`src/design/skf_pkg.sv`:
```
// ----------------------------------------------------------------------------
// skf_pkg: shared constants and types for the scalar kalman filter
// Fixed-point formats, reset values and the divider status bundle.
// ----------------------------------------------------------------------------
package skf_pkg;

  localparam int FRAC_BITS = 16;
  localparam int GAIN_BITS = 16;
  localparam int VAL_W     = 32;
  localparam int GAIN_W    = GAIN_BITS + 1;

  localparam logic [GAIN_W-1:0] GAIN_ONE = GAIN_W'(1 << GAIN_BITS);

  // reset values follow the fraction width
  localparam logic [VAL_W-1:0] ONE_VAL       = VAL_W'(64'd1 << FRAC_BITS);
  localparam logic [VAL_W-1:0] PROC_NOISE_RST =
    VAL_W'(((64'd1 << FRAC_BITS) + 64'd500) / 64'd1000);
  localparam logic [VAL_W-1:0] MEAS_NOISE_RST = ONE_VAL;

  // register indexes (byte address bit 2)
  localparam logic REG_PROC_NOISE = 1'b0;
  localparam logic REG_MEAS_NOISE = 1'b1;

  typedef struct packed {
    logic busy;
    logic done;
  } skf_div_stat_t;

endpackage

```
`src/design/skf_div.sv`:
```
// ----------------------------------------------------------------------------
// skf_div: restoring divider for the gain
// Produces floor(num * 2^GAIN_BITS / den) one quotient bit per cycle,
// given num <= den.
// ----------------------------------------------------------------------------
module skf_div
  import skf_pkg::*;
(
  input  logic                clk,
  input  logic                rst_n,
  input  logic                start,
  input  logic [VAL_W-1:0]    num,
  input  logic [VAL_W:0]      den,
  output logic [GAIN_W-1:0]   quot,
  output skf_div_stat_t       stat
);

  localparam int CNT_W = $clog2(GAIN_W + 1);

  logic [VAL_W+1:0]  rem_r;
  logic [VAL_W:0]    den_r;
  logic [GAIN_W-1:0] q_r;
  logic [CNT_W-1:0]  cnt_r;
  logic              busy_r;
  logic              done_r;

  logic [VAL_W+2:0]  diff;
  logic              ge;
  logic [VAL_W+1:0]  rem_keep;

  always_comb begin
    diff     = {1'b0, rem_r} - {2'b00, den_r};
    ge       = ~diff[VAL_W+2];
    rem_keep = ge ? diff[VAL_W+1:0] : rem_r;
  end

  always_ff @(posedge clk) begin
    if (!rst_n) begin
      busy_r <= 1'b0;
      done_r <= 1'b0;
      cnt_r  <= '0;
    end else begin
      done_r <= 1'b0;
      if (start) begin
        busy_r <= 1'b1;
        cnt_r  <= CNT_W'(GAIN_W);
      end else if (busy_r) begin
        cnt_r <= cnt_r - CNT_W'(1);
        if (cnt_r == CNT_W'(1)) begin
          busy_r <= 1'b0;
          done_r <= 1'b1;
        end
      end
    end
  end

  always_ff @(posedge clk) begin
    if (start) begin
      rem_r <= {2'b00, num};
      den_r <= den;
      q_r   <= '0;
    end else if (busy_r) begin
      // remainder stays below den, so one left shift fits
      rem_r <= {rem_keep[VAL_W:0], 1'b0};
      q_r   <= {q_r[GAIN_W-2:0], ge};
    end
  end

  assign quot      = q_r;
  assign stat.busy = busy_r;
  assign stat.done = done_r;

endmodule

```
`src/design/scalar_kalman_filter_top.sv`:
```
// ----------------------------------------------------------------------------
// scalar_kalman_filter_top: one-dimensional kalman filter, fixed point
// Sequencer around a restoring divider and one shared multiplier.
// ----------------------------------------------------------------------------
// Each sample beat goes through these steps from acceptance until its result
// beat is offered: grow the covariance, launch the divider, run one divider
// iteration per bit of the 17-bit gain, take the gain, pass gain times
// residual and then one-minus-gain times covariance through the shared 18x34
// multiplier, and load the output register.
// in_tready is high only while the sequencer is idle, so a new sample is taken
// once the last has gone; a finished result waits in the output register, so
// the next sample may be taken before it is read, and that next sample holds
// in its last step until the waiting result is read. Noise registers sit on
// the APB port at byte addresses 0 (process noise) and 4 (measurement noise)
// and are meant to be written while the filter is idle.
// ----------------------------------------------------------------------------
module scalar_kalman_filter_top
  import skf_pkg::*;
(
  input  logic        clk,
  input  logic        rst_n,
  // sample beat
  input  logic        in_tvalid,
  output logic        in_tready,
  input  logic [31:0] in_tdata,   // [31:0] sample
  // result beat
  output logic        out_tvalid,
  input  logic        out_tready,
  output logic [87:0] out_tdata,  // [31:0] estimate, [48:32] gain, [80:49] covariance
  // configuration
  input  logic        cfg_psel,
  input  logic        cfg_penable,
  input  logic        cfg_pwrite,
  input  logic [2:0]  cfg_paddr,
  input  logic [31:0] cfg_pwdata,
  output logic [31:0] cfg_prdata,
  output logic        cfg_pready
);

  localparam logic [2:0] S_IDLE  = 3'd0;
  localparam logic [2:0] S_GROW  = 3'd1;
  localparam logic [2:0] S_DIVST = 3'd2;
  localparam logic [2:0] S_DIV   = 3'd3;
  localparam logic [2:0] S_MUL1  = 3'd4;
  localparam logic [2:0] S_MUL2  = 3'd5;
  localparam logic [2:0] S_FIN   = 3'd6;

  localparam int MA_W = GAIN_W + 1;
  localparam int MB_W = VAL_W + 2;
  localparam int PR_W = MA_W + MB_W;

  logic [2:0]          state_r, state_nxt;
  logic [VAL_W-1:0]    pnoise_r, mnoise_r;
  logic [VAL_W-1:0]    est_r, cov_r;
  logic [VAL_W-1:0]    z_r, p1_r;
  logic [GAIN_W-1:0]   k_r;
  logic                den_zero_r;
  logic signed [PR_W-1:0] prod_r;

  logic [VAL_W-1:0]    out_est_r, out_cov_r;
  logic [GAIN_W-1:0]   out_gain_r;
  logic                out_valid_r;

  logic [VAL_W:0]      grow_sum;
  logic [VAL_W:0]      den;
  logic [VAL_W:0]      resid;
  logic signed [MA_W-1:0] mul_a;
  logic signed [MB_W-1:0] mul_b;
  logic signed [PR_W-1:0] mul_p;
  logic                div_start;
  logic [GAIN_W-1:0]   div_quot;
  skf_div_stat_t       div_st;
  logic                cfg_wr;
  logic                out_load;

  // configuration port
  assign cfg_pready = 1'b1;
  assign cfg_wr     = cfg_psel & cfg_penable & cfg_pwrite & cfg_pready;
  assign cfg_prdata = (cfg_paddr[2] == REG_MEAS_NOISE) ? mnoise_r : pnoise_r;

  always_ff @(posedge clk) begin
    if (!rst_n) begin
      pnoise_r <= PROC_NOISE_RST;
      mnoise_r <= MEAS_NOISE_RST;
    end else if (cfg_wr) begin
      if (cfg_paddr[2] == REG_PROC_NOISE) begin
        pnoise_r <= cfg_pwdata;
      end else begin
        mnoise_r <= cfg_pwdata;
      end
    end
  end

  // datapath helpers
  always_comb begin
    grow_sum = {1'b0, cov_r} + {1'b0, pnoise_r};
    den      = {1'b0, p1_r} + {1'b0, mnoise_r};
    resid    = {z_r[VAL_W-1], z_r} - {est_r[VAL_W-1], est_r};
  end

  // shared multiplier operand select
  always_comb begin
    if (state_r == S_MUL1) begin
      mul_a = $signed({1'b0, k_r});
      mul_b = $signed({resid[VAL_W], resid});
    end else begin
      mul_a = $signed({1'b0, GAIN_ONE - k_r});
      mul_b = $signed({2'b00, p1_r});
    end
    mul_p = mul_a * mul_b;
  end

  assign div_start = (state_r == S_DIVST);

  skf_div u_div (
    .clk   (clk),
    .rst_n (rst_n),
    .start (div_start),
    .num   (p1_r),
    .den   (den),
    .quot  (div_quot),
    .stat  (div_st)
  );

  assign out_load = (state_r == S_FIN) && (!out_valid_r || out_tready);

  // sequencer
  always_comb begin
    state_nxt = state_r;
    case (state_r)
      S_IDLE:  if (in_tvalid) state_nxt = S_GROW;
      S_GROW:  state_nxt = S_DIVST;
      S_DIVST: state_nxt = S_DIV;
      S_DIV:   if (div_st.done) state_nxt = S_MUL1;
      S_MUL1:  state_nxt = S_MUL2;
      S_MUL2:  state_nxt = S_FIN;
      S_FIN:   if (out_load) state_nxt = S_IDLE;
      default: state_nxt = S_IDLE;
    endcase
  end

  assign in_tready = (state_r == S_IDLE);

  always_ff @(posedge clk) begin
    if (!rst_n) begin
      state_r     <= S_IDLE;
      est_r       <= '0;
      cov_r       <= ONE_VAL;
      out_valid_r <= 1'b0;
    end else begin
      state_r <= state_nxt;
      if (state_r == S_MUL2) begin
        // prod_r holds k * residual; arithmetic shift gives the floor
        est_r <= est_r + prod_r[GAIN_BITS+VAL_W-1:GAIN_BITS];
      end
      if (out_load) begin
        cov_r       <= prod_r[GAIN_BITS+VAL_W-1:GAIN_BITS];
        out_valid_r <= 1'b1;
      end else if (out_tvalid && out_tready) begin
        out_valid_r <= 1'b0;
      end
    end
  end

  always_ff @(posedge clk) begin
    if (in_tvalid && in_tready) begin
      z_r <= in_tdata;
    end
    if (state_r == S_GROW) begin
      p1_r <= grow_sum[VAL_W] ? '1 : grow_sum[VAL_W-1:0];
    end
    if (state_r == S_DIVST) begin
      den_zero_r <= (den == '0);
    end
    if ((state_r == S_DIV) && div_st.done) begin
      k_r <= den_zero_r ? '0 : div_quot;
    end
    if ((state_r == S_MUL1) || (state_r == S_MUL2)) begin
      prod_r <= mul_p;
    end
    if (out_load) begin
      out_est_r  <= est_r;
      out_gain_r <= k_r;
      out_cov_r  <= prod_r[GAIN_BITS+VAL_W-1:GAIN_BITS];
    end
  end

  assign out_tvalid = out_valid_r;
  assign out_tdata  = {7'd0, out_cov_r, out_gain_r, out_est_r};

`ifndef SYNTH
  a_div_done_in_div: assert property (@(posedge clk) disable iff (!rst_n)
    div_st.done |-> (state_r == S_DIV))
    else $error("divider finished outside the divide step");

  a_gain_range: assert property (@(posedge clk) disable iff (!rst_n)
    (state_r == S_MUL1) |-> (k_r <= GAIN_ONE))
    else $error("gain above one");

  a_load_shows: assert property (@(posedge clk) disable iff (!rst_n)
    out_load |=> (out_tvalid && (state_r == S_IDLE)))
    else $error("result not offered after load");

  a_busy_no_accept: assert property (@(posedge clk) disable iff (!rst_n)
    div_st.busy |-> !in_tready)
    else $error("sample accepted while dividing");
`endif

endmodule

```
`config.mk`:
```
export PLATFORM = sky130hd
export DESIGN_NAME = scalar_kalman_filter_top
export DESIGN_NICKNAME = d
export VERILOG_FILES = /design/src/design/skf_pkg.sv /design/src/design/skf_div.sv /design/src/design/scalar_kalman_filter_top.sv
export SDC_FILE = /design/constraint.sdc
export NUM_CORES = 2
export LEC_CHECK = 0
export ABC_AREA = 1
export BUFFER_PORTS_ARGS = -buffer_cell sky130_fd_sc_hd__buf_2
export CORE_MARGIN = 2
export CORE_UTILIZATION = 41
export CTS_CLUSTER_SIZE = 8
export DETAILED_ROUTE_END_ITERATION = 7
export PLACE_DENSITY_LB_ADDON = 0.3
export SYNTH_ARGS = -nofsm -noshare
export SYNTH_HDL_FRONTEND = slang
export SYNTH_HIERARCHICAL = 1
export SYNTH_SLANG_ARGS = --single-unit
```
`constraint.sdc`:
```
create_clock -name clk -period 7.2 [get_ports clk]
set_input_delay 0.36 -clock clk [delete_from_list [all_inputs] [get_ports clk]]
set_output_delay 0.36 -clock clk [all_outputs]
set_load 0.01 [all_outputs]
```
# Word-level counts from Yosys, hierarchy flattened
# Index checks and enable logic that the tools add are counted.
word_totals:
  inputBits: 74
  out_inout_bits: 123
  wordCells: 80
  reg_bits: 434
op_classes:
  reduce_logical: 16
  add_sub_neg: 7
  mul: 1
  n_mux: 18
  eq_ne: 10
  n_bitwise: 6
ops:
  columns: ["cell", "count"]
  rows:
  - ["$mux W32", 3]
  - ["$add A32 B32 Y33", 2]
  - ["$mul A18 B34 Y48", 1]
  - ["$sub A34 B33 Y35", 1]
  - ["$mux W34", 1]
  - ["$logic_not A33 Y1", 1]
  - ["$mux W33", 1]
  - ["$sub A32 B32 Y33", 1]
  - ["$add A32 B32 Y32", 1]
  - ["$pmux W3 S7", 1]
  - ["$mux W17", 1]
  - ["$sub A17 B17 Y17 const A", 1]
  - ["$mux W5", 2]
  - ["$eq A3 B3 Y1 const B", 3]
  - ["$mux W3", 3]
  - ["$eq A3 B2 Y1 const B", 2]
  - ["$mux W1", 6]
  - ["$eq A5 B1 Y1 const B", 1]
  - ["$sub A5 B1 Y5 const B", 1]
  - ["$logic_and A1 B1 Y1", 4]
  - ["$ne A2 B2 Y1 const B", 2]
  - ["$not A1 Y1", 4]
  - ["$reduce_and A2 Y1", 2]
  - ["$reduce_bool A2 Y1", 2]
  - ["other kinds (9)", 11]

# Longest topological paths before layout
logic_depth:
  depth_word: 5
  depth_mapped: 41
  ltp_nobuf: 40

# By module
# The synthesis kept the hierarchy.
by_module_without_submodules:
  columns: ["mod", "seq_area_each_um2", "cells_each", "area_each_um2", "n_inst"]
  rows:
  - ["scalar_kalman_filter_top", 8498.2, 4676, 38022.7, 1]
  - ["skf_div", 2472.4, 931, 6557.5, 1]

# Least setup slack after synthesis
# OpenSTA, ideal clock, no wires.
synth_path:
  kind: "register to register"
  startpoint: "register est_r[0]"
  endpoint: "register prod_r[47] (data pin)"
  t_arrival_ps: 6879
  period_less_slack_ps: 7131
  setup_time_ps: 252
  required_ps: 6948
  path_slack_ps: 69
  stages_incl_launch_ff: 36
  path_buffers: 1
  cell_sequence: "dfxtp_1 > ha_1 > fa_1 > nand3b_1 > nand2_1 > nand2_1 > nand3b_4 > nand2_1 > nand2_2 > nand3b_1 > nand3_1 > nand3_1 > buf_2 > nor2_1 > inv_1 > fa_1 > fa_1 > inv_1 > fa_1 > inv_1 > fa_1 > inv_1 > fa_1 > inv_1 > fa_1 > inv_1 > ha_1 > inv_1 > nor3_1 > nand2_1 > nor2_1 > nand4_1 > nand3_1 > inv_1 > nand2_1 > nand2_1"
synth_between:
  elab_chain_cells: 3
synth_lines:
  columns: ["item", "line_no", "source"]
  rows:
  - ["from (decl)", "scalar_kalman_filter_top.sv:54", "logic [VAL_W-1:0] est_r, cov_r;"]
  - ["from (signal assigned)", "scalar_kalman_filter_top.sv:154", "est_r <= est_r + prod_r[GAIN_BITS+VAL_W-1:GAIN_BITS];"]
  - ["$sub A32 B32 Y33", "scalar_kalman_filter_top.sv:98", "resid = {z_r[VAL_W-1], z_r} - {est_r[VAL_W-1], est_r};"]
  - ["$mux W34", "scalar_kalman_filter_top.sv:103", "if (state_r == S_MUL1) begin"]
  - ["$mul A18 B34 Y48", "scalar_kalman_filter_top.sv:110", "mul_p = mul_a * mul_b;"]
  - ["named net mul_p[47]", "scalar_kalman_filter_top.sv:69", "logic signed [PR_W-1:0] mul_p;"]
  - ["to (signal assigned)", "scalar_kalman_filter_top.sv:179", "prod_r <= mul_p;"]
  - ["to (decl)", "scalar_kalman_filter_top.sv:58", "logic signed [PR_W-1:0] prod_r;"]
# The timed path passes the listed nets, and every way through them passes these cells.
# A chain may end at the register's enable or synchronous reset.

# Final worst setup path
layout_path:
  startpoint: "register z_r[4]"
  endpoint: "register prod_r[47] (data pin)"
layout_between:
  elab_chain_cells: 3
layout_lines:
  columns: ["item", "line_no", "source"]
  rows:
  - ["from (decl)", "scalar_kalman_filter_top.sv:55", "logic [VAL_W-1:0] z_r, p1_r;"]
  - ["from (signal assigned)", "scalar_kalman_filter_top.sv:167", "z_r <= in_tdata;"]
  - ["$sub A32 B32 Y33", "scalar_kalman_filter_top.sv:98", null]
  - ["$mux W34", "scalar_kalman_filter_top.sv:103", null]
  - ["$mul A18 B34 Y48", "scalar_kalman_filter_top.sv:110", null]
  - ["named net mul_p[47]", "scalar_kalman_filter_top.sv:69", null]
# The timed path passes the listed nets, and every way through them passes these cells.

==> results.yml <==
synthesis:
  syn_inst: 5606
  synth.cell_area_um2: 44600
  syn_area_per_cell_um2: 7.95
  synth_warnings: 6
cts:
  numCtsBuffers: 59
  clk_pin_slew_ns: 0.06
  cts_tree: "built"
  insertion_delay_ns: 0.67
  htree_levels: 2
  cts.sink_count: 418
  cts_max_path_buffers: 3
  cts_root_buffer: "clkbuf_16"
detailed_routing:
  wire_per_inst_um: 19.2
  drc: 0
  via_count: 39725
  dr.first_iter.drc_count: 3094
  dr.pass1.iters: 6
  drt.antenna.violating_nets: 0
  wl_mm: 150
  viasPerCell: 5.11
timing:
  setup_viol: 21
  fin_tns_setup_ns: -3.34
  hold_viol_final: 0
  finalCritPeriodShare_pct: 105
  grt_setup_unrepaired: "yes"
  slew_headroom_pct: 24.5
  worstMarginPinSlew_ns: 1.13
  fmax_ghz: 0.133
  final.min_clock_period_ns: 7.54
  setup_ws_ns: -0.344
  fin_skew_ns: 0.0528
  final_max_slew_viol_count: 0
worst_setup_path:
  rr_worst_depth: 38
  path_max_fanout: 5
  crit_top_cell: "nand2_2"
  arrival_ns: 7.93
  rrSetupSlack_ns: -0.34
  crit_family: "adder cells"
  slowest_delay_ns: 0.63
  r2r-start: "z_r[4]$_DFFE_PP_"
  worstSetupPathType: "flop to flop"
  cp_data_required_time_ns: 7.59
  reg2reg_to: "prod_r[47]$_DFFE_PN_"
  startpoint_type: "flop"
  setup.worst_path.end_class: "flop"
  critPathBufInv: 8
  timing.critical_path.slowest_stage_cell: "fa_2"
layout:
  multi_input_area_um2: 30300
  layout_common_cells: "inv_1, nand2_1, nor2_1"
  ff_latch_area_um2: 11000
  drive_above_1_share_pct: 21.2
  syn_to_final_growth_pct: 24.8
  layout.nets: 7194
  fill_cells: 10210
  final_common_cell: "inv_1"
global_routing:
  grt_max_degree: 106
  first_global_vias: 39511
  grt.overflow.total: 0
  grt_first_pass_wirelength_mm: 227
  antenna_found_initial: 6
  track_usage_pct: 26.5
placement:
  port_buffers: 186
  dp_hpwl_mm: 122
  place_congestion: 0.955
die:
  die_x_um: 334
  start_util_pct: 41.5
  placementRows: 120
  die-area_um2: 111000
  die_y_um: 334
  io_pins: 197
  core-area_um2: 108000
hold_path:
  min_path_type: "input pin to flop"
  worstHoldEndpoint: "mnoise_r[14]$_SDFFE_PN0P_"
  hold_path_depth: 3
  min_from: "cfg_pwdata[14]"
run:
  drv_cap: 0
status:
  outcome: "finished, violations left"
  violations: "setup timing"
-- sequential cells by signal (all words and copies together), names as in the netlist, 32 cells and up --
register,cells
p1_r,32
out_cov_r,32
u_div/rem_r,34
z_r,32
prod_r,32
cov_r,32
mnoise_r,32
out_est_r,32
pnoise_r,32
u_div/den_r,33
est_r,32
-- metrics by stage --
stage | hold WS [ns] | instance area [um^2] | setup slack, ns | utilization, % | std cells
floorplan | 0.426 | 44600 | 0.0692 | - | 5612
global placement | 0.442 | 50600 | -0.796 | 47.1 | 7557
detailed placement | 0.445 | 50600 | -0.870 | 47.1 | 7557
CTS | 0.00160 | 54200 | -0.201 | 50.4 | 7736
global route | 0.0251 | 55600 | -0.591 | 51.8 | 7778
finish | 0.0333 | 55600 | -0.344 | 51.8 | 7780
-- worst max path at each step --
stage,start,end,depth (start not counted)
6_report,z_r[4]$_DFFE_PP_,prod_r[47]$_DFFE_PN_,38
5_1_grt,z_r[0]$_DFFE_PP_,prod_r[46]$_DFFE_PN_,38
4_1_cts,z_r[0]$_DFFE_PP_,prod_r[47]$_DFFE_PN_,36
3_5_place_dp,z_r[0]$_DFFE_PP_,prod_r[47]$_DFFE_PN_,36
3_3_place_gp,z_r[0]$_DFFE_PP_,prod_r[47]$_DFFE_PN_,36
2_1_floorplan,est_r[0]$_SDFFE_PN0P_,prod_r[47]$_DFFE_PN_,35
-- metal layers --
| metal | wire (um) | part of all wire [%] | vias to the layer above | track usage (%) |
|---|---|---|---|---|
| met4 | 6940 | 4.6 | 0 | 11.5 |
| li1 | - | - | 18773 | - |
| met2 | 70400 | 47 | 1298 | 43.6 |
| met5 | 0 | 0 | - | 0 |
| met3 | 8810 | 5.9 | 281 | 3.16 |
| met1 | 63400 | 42 | 19373 | 35.1 |
-- area by class of cell --
cell class,instances,share of cell area [%]
multi-input combinational,3845,54.5
sequential,418,19.7
timing repair buffer,817,11.3
inverter,1187,8.07
tap,1403,3.15
clock buffer,104,3.05
clock inverter,4,0.151
antenna,2,0.00899
-- timing repair --
item | 4_1_cts | 5_1_grt
hold endpoints to repair | 65 | 0
setup buffers | 22 | 45
cloned | 0 | 0
resized for setup | 247 | 291
pin swaps | 77 | 122
hold buffers | 49 | 0
setup endpoints to repair | 28 | 29
-- tightest hold or removal path, stage by stage --
cell    delay (ns)
buf_2         0.12
nor2_1        0.05
nor2_1        0.08
Power is not shown: default switching activity piles up to over one toggle a cycle in this logic, so the estimate is an artifact.
